File: src/sv/tga_dec_pkg.sv
`default_nettype none

package tga_dec_pkg;

  typedef enum logic [4:0] {
    PH_IDLE   = 5'b00001,
    PH_HEADER = 5'b00010,
    PH_PIXEL  = 5'b00100,
    PH_PACKET = 5'b01000,
    PH_DONE   = 5'b10000
  } phase_t;

  localparam logic [1:0] KIND_PIXEL  = 2'd0;
  localparam logic [1:0] KIND_HEADER = 2'd1;
  localparam logic [1:0] KIND_ERROR  = 2'd2;

  localparam logic [1:0] ERR_HEADER  = 2'd0;
  localparam logic [1:0] ERR_DEPTH   = 2'd1;
  localparam logic [1:0] ERR_SIZE    = 2'd2;
  localparam logic [1:0] ERR_OVERRUN = 2'd3;
  localparam logic [1:0] ERR_NONE    = 2'd0;

  localparam logic [4:0] HDR_TYPE_IDX  = 5'd2;
  localparam logic [4:0] HDR_FIXED_LEN = 5'd12;
  localparam logic [4:0] HDR_WIDTH_LO  = 5'd12;
  localparam logic [4:0] HDR_WIDTH_HI  = 5'd13;
  localparam logic [4:0] HDR_HEIGHT_LO = 5'd14;
  localparam logic [4:0] HDR_HEIGHT_HI = 5'd15;
  localparam logic [4:0] HDR_DEPTH     = 5'd16;

  localparam logic [7:0] TYPE_RAW     = 8'd2;
  localparam logic [7:0] TYPE_RLE     = 8'd10;
  localparam logic [7:0] DEPTH_24     = 8'd24;
  localparam logic [7:0] DEPTH_32     = 8'd32;
  localparam logic [7:0] PKT_RLE_FLAG = 8'd128;
  localparam logic [7:0] PKT_RLE_BIAS = 8'd127;

  localparam logic [1:0] LAST_IDX_24 = 2'd2;
  localparam logic [1:0] LAST_IDX_32 = 2'd3;

  localparam int TDATA_OUT_W = 80;
  localparam int TDATA_IN_W  = 8;

  typedef struct packed {
    logic [7:0] data_byte;
    logic       first_byte;
  } in_item_t;

  typedef struct packed {
    logic [1:0]  kind;
    logic [7:0]  red;
    logic [7:0]  green;
    logic [7:0]  blue;
    logic [7:0]  alpha;
    logic [7:0]  repeat_res;
    logic [15:0] image_width;
    logic [15:0] image_height;
    logic        has_alpha;
    logic [1:0]  error_code;
    logic        last;
  } res_t;

endpackage

`default_nettype wire

File: src/sv/tga_image_stream_decoder_unit.sv
`default_nettype none

// Channel   Side    Payload
// s_axis    in      tdata: data_byte; tuser: first_byte
// m_axis    out     tdata: colour, run and header fields; tuser: kind; tlast: last
//
// One byte per cycle unless m_tready stalls; byte and result are each registered.
// Per-byte decode is one combinational step between the input and result registers.
// rst is synchronous and clears all control state; no clearing pass follows.
// A stall on m_tready holds the result register, then the input register.

module tga_image_stream_decoder_unit (
  input  wire                                  clk,
  input  wire                                  rst,
  input  wire                                  s_tvalid,
  output logic                                 s_tready,
  input  wire  [tga_dec_pkg::TDATA_IN_W-1:0]   s_tdata,   // [7:0] data_byte
  input  wire                                  s_tuser,   // [0] first_byte
  output logic                                 m_tvalid,
  input  wire                                  m_tready,
  output logic [tga_dec_pkg::TDATA_OUT_W-1:0]  m_tdata,   // [7:0] red, [15:8] green,
                                                          // [23:16] blue, [31:24] alpha,
                                                          // [39:32] repeat_res,
                                                          // [55:40] image_width,
                                                          // [71:56] image_height,
                                                          // [72] has_alpha,
                                                          // [74:73] error_code, rest 0
  output logic [1:0]                           m_tuser,   // [1:0] kind
  output logic                                 m_tlast
);

  tga_dec_pkg::in_item_t in_item;
  tga_dec_pkg::in_item_t held_item;
  tga_dec_pkg::res_t     res;
  tga_dec_pkg::res_t     out_res;
  logic                  held_valid;
  logic                  advance;
  logic                  step;
  logic                  res_valid;

  assign in_item.data_byte  = s_tdata;
  assign in_item.first_byte = s_tuser;
  assign step               = held_valid && advance;

  tga_dec_in_reg u_in_reg (
    .clk        (clk),
    .rst        (rst),
    .in_valid   (s_tvalid),
    .in_ready   (s_tready),
    .in_item    (in_item),
    .advance    (advance),
    .held_valid (held_valid),
    .held_item  (held_item)
  );

  tga_dec_core u_core (
    .clk       (clk),
    .rst       (rst),
    .step      (step),
    .item      (held_item),
    .res_valid (res_valid),
    .res       (res)
  );

  tga_dec_out_reg u_out_reg (
    .clk       (clk),
    .rst       (rst),
    .step      (step),
    .res_valid (res_valid),
    .res       (res),
    .out_ready (m_tready),
    .out_valid (m_tvalid),
    .out_res   (out_res),
    .advance   (advance)
  );

  assign m_tdata = {5'd0, out_res.error_code, out_res.has_alpha, out_res.image_height,
                    out_res.image_width, out_res.repeat_res, out_res.alpha,
                    out_res.blue, out_res.green, out_res.red};
  assign m_tuser = out_res.kind;
  assign m_tlast = out_res.last;

  a_error_last: assert property (@(posedge clk) disable iff (rst)
    m_tvalid && m_tuser == tga_dec_pkg::KIND_ERROR |-> m_tlast)
    else $error("error result without last");

  a_header_not_last: assert property (@(posedge clk) disable iff (rst)
    m_tvalid && m_tuser == tga_dec_pkg::KIND_HEADER |-> !m_tlast && m_tdata[39:32] == 8'd0)
    else $error("header result marked last or carrying a run");

  a_run_nonzero: assert property (@(posedge clk) disable iff (rst)
    m_tvalid && m_tuser == tga_dec_pkg::KIND_PIXEL |-> m_tdata[39:32] != 8'd0)
    else $error("pixel run with zero repeat");

  a_overrun_last: assert property (@(posedge clk) disable iff (rst)
    m_tvalid && m_tuser == tga_dec_pkg::KIND_PIXEL
      && m_tdata[74:73] == tga_dec_pkg::ERR_OVERRUN |-> m_tlast)
    else $error("clipped run not marked last");

endmodule

`default_nettype wire

File: src/sv/tga_dec_in_reg.sv
`default_nettype none

module tga_dec_in_reg (
  input  wire                    clk,
  input  wire                    rst,
  input  wire                    in_valid,
  output logic                   in_ready,
  input  tga_dec_pkg::in_item_t  in_item,
  input  wire                    advance,
  output logic                   held_valid,
  output tga_dec_pkg::in_item_t  held_item
);

  logic load;

  assign in_ready = !held_valid || advance;
  assign load     = in_valid && in_ready;

  always_ff @(posedge clk) begin
    if (rst) begin
      held_valid <= 1'b0;
    end else if (load) begin
      held_valid <= 1'b1;
    end else if (advance) begin
      held_valid <= 1'b0;
    end
  end

  always_ff @(posedge clk) begin
    if (load) begin
      held_item <= in_item;
    end
  end

endmodule

`default_nettype wire

File: src/sv/tga_dec_core.sv
`default_nettype none

module tga_dec_core (
  input  wire                    clk,
  input  wire                    rst,
  input  wire                    step,
  input  tga_dec_pkg::in_item_t  item,
  output logic                   res_valid,
  output tga_dec_pkg::res_t      res
);

  tga_dec_pkg::phase_t phase, phase_next;
  logic [4:0]  header_index, header_index_next;
  logic        is_compressed, is_compressed_next;
  logic [15:0] width_reg, width_reg_next;
  logic [15:0] height_reg, height_reg_next;
  logic        four_bytes, four_bytes_next;
  logic [31:0] pixels_left, pixels_left_next;
  logic [7:0]  packet_left, packet_left_next;
  logic        packet_is_raw, packet_is_raw_next;
  logic [1:0]  colour_index, colour_index_next;
  logic [23:0] colour_buffer, colour_buffer_next;

  always_comb begin
    tga_dec_pkg::phase_t ph;
    logic [4:0]  hidx;
    logic        comp;
    logic [15:0] wr;
    logic [15:0] hr;
    logic        fb;
    logic [31:0] pl;
    logic [7:0]  pk;
    logic        praw;
    logic [1:0]  ci;
    logic [7:0]  b;
    logic        err;
    logic [1:0]  err_code;
    logic [1:0]  last_idx;
    logic        over;

    b    = item.data_byte;
    ph   = phase;
    hidx = header_index;
    comp = is_compressed;
    wr   = width_reg;
    hr   = height_reg;
    fb   = four_bytes;
    pl   = pixels_left;
    pk   = packet_left;
    praw = packet_is_raw;
    ci   = colour_index;
    if (item.first_byte) begin
      ph   = tga_dec_pkg::PH_HEADER;
      hidx = '0;
      comp = 1'b0;
      wr   = '0;
      hr   = '0;
      fb   = 1'b0;
      pl   = '0;
      pk   = '0;
      praw = 1'b0;
      ci   = '0;
    end

    phase_next         = ph;
    header_index_next  = hidx;
    is_compressed_next = comp;
    width_reg_next     = wr;
    height_reg_next    = hr;
    four_bytes_next    = fb;
    pixels_left_next   = pl;
    packet_left_next   = pk;
    packet_is_raw_next = praw;
    colour_index_next  = ci;
    colour_buffer_next = colour_buffer;
    res                = '0;
    res_valid          = 1'b0;
    err                = 1'b0;
    err_code           = tga_dec_pkg::ERR_HEADER;
    last_idx           = fb ? tga_dec_pkg::LAST_IDX_32 : tga_dec_pkg::LAST_IDX_24;
    over               = 1'b0;

    case (ph)
      tga_dec_pkg::PH_HEADER: begin
        header_index_next = hidx + 5'd1;
        if (hidx < tga_dec_pkg::HDR_FIXED_LEN) begin
          if (hidx == tga_dec_pkg::HDR_TYPE_IDX) begin
            if (b == tga_dec_pkg::TYPE_RAW) begin
              is_compressed_next = 1'b0;
            end else if (b == tga_dec_pkg::TYPE_RLE) begin
              is_compressed_next = 1'b1;
            end else begin
              err = 1'b1;
            end
          end else if (b != 8'd0) begin
            err = 1'b1;
          end
        end else if (hidx == tga_dec_pkg::HDR_WIDTH_LO) begin
          width_reg_next = {wr[15:8], b};
        end else if (hidx == tga_dec_pkg::HDR_WIDTH_HI) begin
          width_reg_next = {b, wr[7:0]};
        end else if (hidx == tga_dec_pkg::HDR_HEIGHT_LO) begin
          height_reg_next = {hr[15:8], b};
        end else if (hidx == tga_dec_pkg::HDR_HEIGHT_HI) begin
          height_reg_next = {b, hr[7:0]};
        end else if (hidx == tga_dec_pkg::HDR_DEPTH) begin
          if (b != tga_dec_pkg::DEPTH_24 && b != tga_dec_pkg::DEPTH_32) begin
            err      = 1'b1;
            err_code = tga_dec_pkg::ERR_DEPTH;
          end else if (wr == 16'd0 || hr == 16'd0) begin
            err      = 1'b1;
            err_code = tga_dec_pkg::ERR_SIZE;
          end else begin
            four_bytes_next  = (b == tga_dec_pkg::DEPTH_32);
            pixels_left_next = wr * hr;
            res.kind         = tga_dec_pkg::KIND_HEADER;
            res.image_width  = wr;
            res.image_height = hr;
            res.has_alpha    = (b == tga_dec_pkg::DEPTH_32);
            res_valid        = 1'b1;
          end
        end else begin
          colour_index_next = '0;
          phase_next        = comp ? tga_dec_pkg::PH_PACKET : tga_dec_pkg::PH_PIXEL;
          header_index_next = '0;
        end
        if (err) begin
          header_index_next = hidx;
          phase_next        = tga_dec_pkg::PH_DONE;
          res.kind          = tga_dec_pkg::KIND_ERROR;
          res.error_code    = err_code;
          res.last          = 1'b1;
          res_valid         = 1'b1;
        end
      end
      tga_dec_pkg::PH_PACKET: begin
        if (b < tga_dec_pkg::PKT_RLE_FLAG) begin
          packet_is_raw_next = 1'b1;
          packet_left_next   = b + 8'd1;
        end else begin
          packet_is_raw_next = 1'b0;
          packet_left_next   = b - tga_dec_pkg::PKT_RLE_BIAS;
        end
        colour_index_next = '0;
        phase_next        = tga_dec_pkg::PH_PIXEL;
      end
      tga_dec_pkg::PH_PIXEL: begin
        if (ci != last_idx) begin
          colour_buffer_next[{ci, 3'b000} +: 8] = b;
          colour_index_next = ci + 2'd1;
        end else begin
          colour_index_next = '0;
          if (!comp || praw) begin
            res.repeat_res   = 8'd1;
            pixels_left_next = pl - 32'd1;
            if (comp) begin
              packet_left_next = pk - 8'd1;
              over = (pixels_left_next == 32'd0) && (packet_left_next != 8'd0);
            end
          end else begin
            if ({24'd0, pk} > pl) begin
              res.repeat_res   = pl[7:0];
              pixels_left_next = '0;
              over             = 1'b1;
            end else begin
              res.repeat_res   = pk;
              pixels_left_next = pl - {24'd0, pk};
            end
            packet_left_next = '0;
          end
          res.kind       = tga_dec_pkg::KIND_PIXEL;
          res.red        = fb ? colour_buffer[23:16] : b;
          res.green      = colour_buffer[15:8];
          res.blue       = colour_buffer[7:0];
          res.alpha      = fb ? b : 8'd0;
          res.error_code = over ? tga_dec_pkg::ERR_OVERRUN : tga_dec_pkg::ERR_NONE;
          res.last       = (pixels_left_next == 32'd0);
          res_valid      = 1'b1;
          if (pixels_left_next == 32'd0) begin
            phase_next = tga_dec_pkg::PH_DONE;
          end else if (comp && packet_left_next == 8'd0) begin
            phase_next = tga_dec_pkg::PH_PACKET;
          end
        end
      end
      default: begin
      end
    endcase
  end

  always_ff @(posedge clk) begin
    if (rst) begin
      phase         <= tga_dec_pkg::PH_IDLE;
      header_index  <= '0;
      is_compressed <= 1'b0;
      width_reg     <= '0;
      height_reg    <= '0;
      four_bytes    <= 1'b0;
      pixels_left   <= '0;
      packet_left   <= '0;
      packet_is_raw <= 1'b0;
      colour_index  <= '0;
    end else if (step) begin
      phase         <= phase_next;
      header_index  <= header_index_next;
      is_compressed <= is_compressed_next;
      width_reg     <= width_reg_next;
      height_reg    <= height_reg_next;
      four_bytes    <= four_bytes_next;
      pixels_left   <= pixels_left_next;
      packet_left   <= packet_left_next;
      packet_is_raw <= packet_is_raw_next;
      colour_index  <= colour_index_next;
    end
  end

  always_ff @(posedge clk) begin
    if (step) begin
      colour_buffer <= colour_buffer_next;
    end
  end

endmodule

`default_nettype wire

File: src/sv/tga_dec_out_reg.sv
`default_nettype none

module tga_dec_out_reg (
  input  wire                clk,
  input  wire                rst,
  input  wire                step,
  input  wire                res_valid,
  input  tga_dec_pkg::res_t  res,
  input  wire                out_ready,
  output logic               out_valid,
  output tga_dec_pkg::res_t  out_res,
  output logic               advance
);

  assign advance = !out_valid || out_ready;

  always_ff @(posedge clk) begin
    if (rst) begin
      out_valid <= 1'b0;
    end else if (advance) begin
      out_valid <= step && res_valid;
    end
  end

  always_ff @(posedge clk) begin
    if (advance && step && res_valid) begin
      out_res <= res;
    end
  end

endmodule

`default_nettype wire
File: config.mk
export PLATFORM = sky130hd
export DESIGN_NAME = tga_image_stream_decoder_unit
export DESIGN_NICKNAME = d
export VERILOG_FILES = /design/src/sv/tga_dec_pkg.sv /design/src/sv/tga_image_stream_decoder_unit.sv /design/src/sv/tga_dec_in_reg.sv /design/src/sv/tga_dec_core.sv /design/src/sv/tga_dec_out_reg.sv
export SDC_FILE = /design/constraint.sdc
export NUM_CORES = 1
export LEC_CHECK = 0
export ABC_CLOCK_PERIOD_IN_PS = 10900
export BUFFER_PORTS_ARGS = -buffer_cell sky130_fd_sc_hd__buf_4
export CAP_MARGIN = 10
export CORE_MARGIN = 8
export CORE_UTILIZATION = 35
export CTS_BUF_LIST = sky130_fd_sc_hd__clkbuf_16
export DETAILED_ROUTE_END_ITERATION = 8
export MAX_ROUTING_LAYER = met4
export PLACE_DENSITY_LB_ADDON = 0.15
export SLEW_MARGIN = 20
export SYNTH_ARGS = -nofsm -noshare
export SYNTH_HDL_FRONTEND = slang
export SYNTH_SLANG_ARGS = --single-unit
File: constraint.sdc
create_clock -name clk -period 10.9 [get_ports clk]
set_clock_uncertainty 0.1 [all_clocks]
set_input_delay 1.635 -clock clk [delete_from_list [all_inputs] [get_ports clk]]
set_output_delay 1.635 -clock clk [all_outputs]
set_load 0.02 [all_outputs]
# Yosys cells after proc, flatten, opt, wreduce, memory -nomap -nowiden
# Cells that the tools add are included.
# op_classes
bitwise	4
reduce_logical	28
n_lt_le_gt_ge	3
addsub	8
eq_ne	15
div_mod_pow	0
shift	2
n_mul	1
muxes	143
# op_table
op	n
two-way mux 32 bit	14
two-way mux 16 bit	12
two-way mux 5 bit	20
two-way mux 8 bit	9
zero test 32 bit	2
one-hot mux 32 bit (2 select lines)	1
two-way mux 1 bit	52
two-way mux 2 bit	25
> comparator 8 x 32 -> 1 bit	1
zero test 16 bit	2
multiplier 16 x 16 -> 32 bit	1
subtractor 32 x 1 -> 32 bit (second input constant)	1
subtractor 32 x 8 -> 32 bit	1
equality test 5 x 4 -> 1 bit (second input constant)	5
bitwise mux 24 bit	1
variable shift 8 x 7 -> 24 bit (first input constant)	1
variable part select 8 x 7 -> 24 bit	1
one-hot mux 8 bit (2 select lines)	1
nonzero test 8 bit	2
one-hot mux 5 bit (3 select lines)	1
equality test 5 x 2 -> 1 bit (second input constant)	2
OR reduction 9 bit	1
adder 8 x 1 -> 8 bit (second input constant)	1
equality test 8 x 2 -> 1 bit (second input constant)	1
other kinds (29)	46
# totals
memories	0
latch_bits	0
inputBits	13
ram_bits	0
rom_bits	0
ff_bits	200

# Logic depth before layout (Yosys ltp)
# depth
word_depth	15
depth_mapped	31
depth_no_buf	24

# Hierarchy
# Synthesis repeated with hierarchy kept, for this count alone.
# unflattened
cells_unflattened	2431
area_unflattened_um2	20916.3
# by_module_without_submodules
mod	seq_area_each_um2	cells_each	instances	area_each_um2
tga_dec_core	2462.4	2327	1	18138.6
tga_dec_out_reg	2362.3	83	1	2404.8
tga_dec_in_reg	290.3	14	1	325.3
tga_image_stream_decoder_unit	0.0	7	1	47.5

# Worst setup path before layout
# OpenSTA, ideal clock, no wires.
# synth_timing
path_type	register -> register
start	register u_in_reg.held_item[0] (netlist name)
end	register u_core.pixels_left[31]
t_arrival_ps	7795
stages_incl_launch_ff	31
period_less_slack_ps	8023
setup_slack_ps	2877
path_buffers	8
path_cell_list	edfxtp_1 -> clkbuf_1 -> buf_1 -> clkbuf_1 -> buf_2 -> buf_2 -> buf_2 -> buf_1 -> nor2b_1 -> clkbuf_1 -> nand2_1 -> fa_1 -> fa_1 -> inv_1 -> fa_1 -> fa_1 -> fa_1 -> inv_1 -> fa_1 -> inv_1 -> ha_1 -> and4_1 -> a221oi_1 -> o21ai_0 -> a31oi_1 -> o211ai_1 -> a41oi_1 -> o21ai_0 -> xnor2_1 -> a2111oi_0 -> nor2_1
# synth_via
elab_chain_cells	12
elab_cells_between_ends	43
# synth_rtl
element	line	text
branches (longest 11 deep; another with multiplier 16 x 16 -> 32 bit)	-	
one-hot mux 32 bit (2 select lines) *	tga_dec_core.sv:83	case (ph)
to (signal assigned)	tga_dec_core.sv:210	pixels_left <= pixels_left_next;
to (decl)	tga_dec_core.sv:18	logic [31:0] pixels_left, pixels_left_next;
# Every way passes the cells marked *. The select of a mux whose other input is x is not followed.
# A chain may end at the register's enable or synchronous reset.

# Final worst setup path
# layout_timing
start	register u_in_reg.held_item[0] (netlist name)
end	register u_core.pixels_left[31]
# layout_via
elab_chain_cells	12
elab_cells_between_ends	43
# layout_rtl
element	line
branches (longest 11 deep; another with multiplier 16 x 16 -> 32 bit)	-
one-hot mux 32 bit (2 select lines) *	tga_dec_core.sv:83
# Marked as above.

==> summary.md <==
| Metric | Value |
|---|---|
| Status | complete, no violations |
| Tcrit/Tclk final | 67.07% |
| Crit path launch type | flip-flop |
| Yosys top cell area share | 18.80% |
| IO Port Bufs | 92 |
| Clock slew at reported path FFs | 0.08 ns |
| IO Pins | 98 |
| Critical path endpoint category | flip-flop |
| H-tree Lvls | 4 |
| Routed Antenna Nets | 0 |
| Via/cell ratio | 5.549 |
| RR Startpoint | u_in_reg.held_item[0] |
| FF-to-FF path depth | 26 |
| Hpwl dp | 52660 um |
| Most common cell on crit path | fa_1 |
| Setup slack on the worst flop-to-flop path | 3.59 ns |
| Power, Total | 0.001783 W |
| Final hold violation count | 0 |
| Main flop type after synthesis | edfxtp_1 |
| Vias in the first global route | 17752 |
| Slowest-stage cell, CP | fa_1 |
| TritonCTS Buffers | 17 |
| Post-Syn Area | 0.02077 mm2 |
| Asr flop ratio synth | 0% |
| Relative slew slack | 24.59% |
| Hold Path End | u_core.phase[0] |
| Post-CTS Setup Bufs | 0 |
| GRT Util Overall | 21.29% |
| Latest clock arrival within the worst-skew pair | 0.48 ns |
| P&R area growth vs syn | 9.705% |
| Worst Path Class, Setup | reg2reg |
| Final GP Congestion | 0.9205 |
| Max Freq | 0.1368 GHz |
| Sink Count | 200 |
| Die Footprint | 0.06739 mm2 |
| First-pass GRT wire length | 109400 um |
| Pin count of the biggest net entering global routing | 80 |
| Hold_sp | u_core.phase[0] |
| Layout cells sized above 1 | 8.543% |
| Final Critical Period | 7.311 ns |
| Post-synth cell types | 87 |
| Leading area contributor after synthesis | fa_1 |
| CP Max Fanout | 30 |
| Commonest non-fill, non-tap cell in the layout | nand2_1 |
| Core Box Area | 0.05880 mm2 |
| Wire length per cell | 21.42 um |
| Power Density | 78.25 mW/mm2 |
| Clk root buf | clkbuf_16 |
| Cells on Worst Hold Path | 2 |
| Longest Clk Path Bufs | 2 |
| Hold WC Path Type | reg2reg |
| Max Slew Vio Count | 0 |
| Die Wd | 259.6 um |
| Top cells by area, synth | fa_1 19%, edfxtp_1 16%, dfxtp_1 8.6% |
| Gr ovfl total | 0 |
| Cells after Synth | 2452 |
| DR iter-0 viols | 1740 |
| Die Y | 259.6 um |
| Crit-path max cell delay | 0.56 ns |
| Vias | 17995 |
| Number of flip-flops under the largest register name | 78 |
| DRC Markers | 0 |
| Initial antenna violation count | 0 |
| Hold_buf cts | 0 |
| YS warnings | 0 |
| Post-synthesis sequential area ratio | 24.63% |
| Antenna diodes | 0 |
| Biggest regs | u_out_reg.out_res x78, u_core.pixels_left x32, u_core.colour_buffer x24 |
| Seq cells post-synth | 200 |
| CP Data Required Time | 11.15 ns |
| EDFF count, synth | 111 |
| RSZ-0062 raised after global routing | no |
| TritonCTS clock tree | built |
| Drt first pass iters | 6 |
| Most frequent cells in the layout | 282 x nand2_1, 264 x inv_1, 195 x fa_1, 192 x nor2_1, 177 x and2_1 |
| Endpoints failing setup | 0 |
| Largest Register | u_out_reg.out_res |
| Nets | 2793 |
| Leakage Power | 9.908 nW |
| WL final | 69460 um |
| Tightest Pin Transition | 1.130 ns |
| Maximum capacitance violations | 0 |
| CP Data Arrival Time | 7.56 ns |
| Reg2reg end | u_core.pixels_left[31] |
| Effective utilization at floorplan | 35.33% |
| Max VDD drop | 0.1141 mV |
| Final TNS setup | 0 ns |
| CTS resizes | 0 |
| Syn Area/Cell | 8.471 um2 |
| # rows | 89 |
-- critical path, delay by kind of cell (launching register included) --
kind                       cells  cell delay (ns)
AOI/OAI and AO/OA              7             1.79
xor gates and xnor gates       1             0.14
adders and majority gates      7             3.39
buffers and inverters          7             0.77
DFF                            1             0.39
and+or+nand+nor                4             0.58
-- power by group --
part | switching [W] | internal, W | leakage [nW] | total, W
Combinational | 0.000198 | 0.0000886 | 7.74 | 0.000287
Sequential | 0.0000246 | 0.000803 | 1.87 | 0.000828
Clock | 0.000355 | 0.000313 | 0.293 | 0.000668
-- cell usage after synthesis, types with 6 or more instances --
cell,number
a211oi_1,20
fa_1,195
nor3_1,53
edfxtp_1,111
o31ai_1,6
nor2b_1,48
nand2b_1,11
xnor2_1,31
or4_1,9
buf_1,11
a311oi_1,6
inv_1,264
ha_1,128
a31oi_1,24
dfxtp_1,89
a21oi_1,131
o211ai_1,11
nand2_1,282
and3_1,40
and2_1,178
clkbuf_1,134
o22ai_1,17
a221oi_1,14
or2_2,8
nor4_1,31
o41ai_1,6
o21a_1,9
nand4_1,15
nand3b_1,6
xor2_1,25
a41oi_1,6
or3_1,14
a21o_1,15
nand3_1,32
o21ai_0,114
nor2_1,193
mux2i_1,8
a22oi_1,50
-- routing by layer --
layer  share of wire (%)  track usage, %  wire, um
met5                   0               -         0
met4                 2.5           5.764      1725
met3                 6.5           2.869      4546
met2                  45           32.31     31170
met1                  46           29.66     32010
-- cells by family after synthesis --
kind of cell,after synthesis,share of synthesized area [%]
and+or+nand+nor,947,22.92
other,1,0.01805
AOI/OAI and AO/OA,491,15.25
DFF,200,24.63
adders and majority gates,323,26.51
muxes,8,0.3856
buffers and inverters,426,7.940
xor gates and xnor gates,56,2.361
-- worst max-delay path by stage --
stage	start	to	cells past startpoint
after global placement	u_in_reg.held_item[0]	u_core.pixels_left[31]	26
final	u_in_reg.held_item[0]	u_core.pixels_left[31]	26
after global routing	u_in_reg.held_item[0]	u_core.pixels_left[31]	24
after CTS	u_in_reg.held_item[0]	u_core.pixels_left[31]	26
after floorplan	u_in_reg.held_item[0]	u_core.pixels_left[31]	30
after detailed placement	u_in_reg.held_item[0]	u_core.pixels_left[31]	26
-- layout make-up --
| class | count | area [um2] |
|---|---|---|
| Clock buffer | 17 | 425.4 |
| Clock inverter | 15 | 170.2 |
| Fill cell | 6069 | 36010 |
| Inverter | 266 | 999.7 |
| Multi-Input combinational cell | 1830 | 14040 |
| Sequential cell | 200 | 5115 |
| Tap cell | 773 | 967.2 |
| Timing Repair Buffer | 142 | 1066 |
-- metrics by stage --
step	worst slack, ns	utilization [%]	std cells	cell area, um2	hold WS [ns]
after floorplan	2.877	-	2456	20780	0.3146
after detailed placement	3.636	37.74	3211	22190	0.3409
final	3.589	38.75	3243	22790	0.3558
after global routing	3.045	38.75	3243	22790	0.3796
after CTS	3.575	38.75	3243	22790	0.3549
after global placement	3.706	37.74	3211	22190	0.3296
Power figures use the tool's default switching activity.
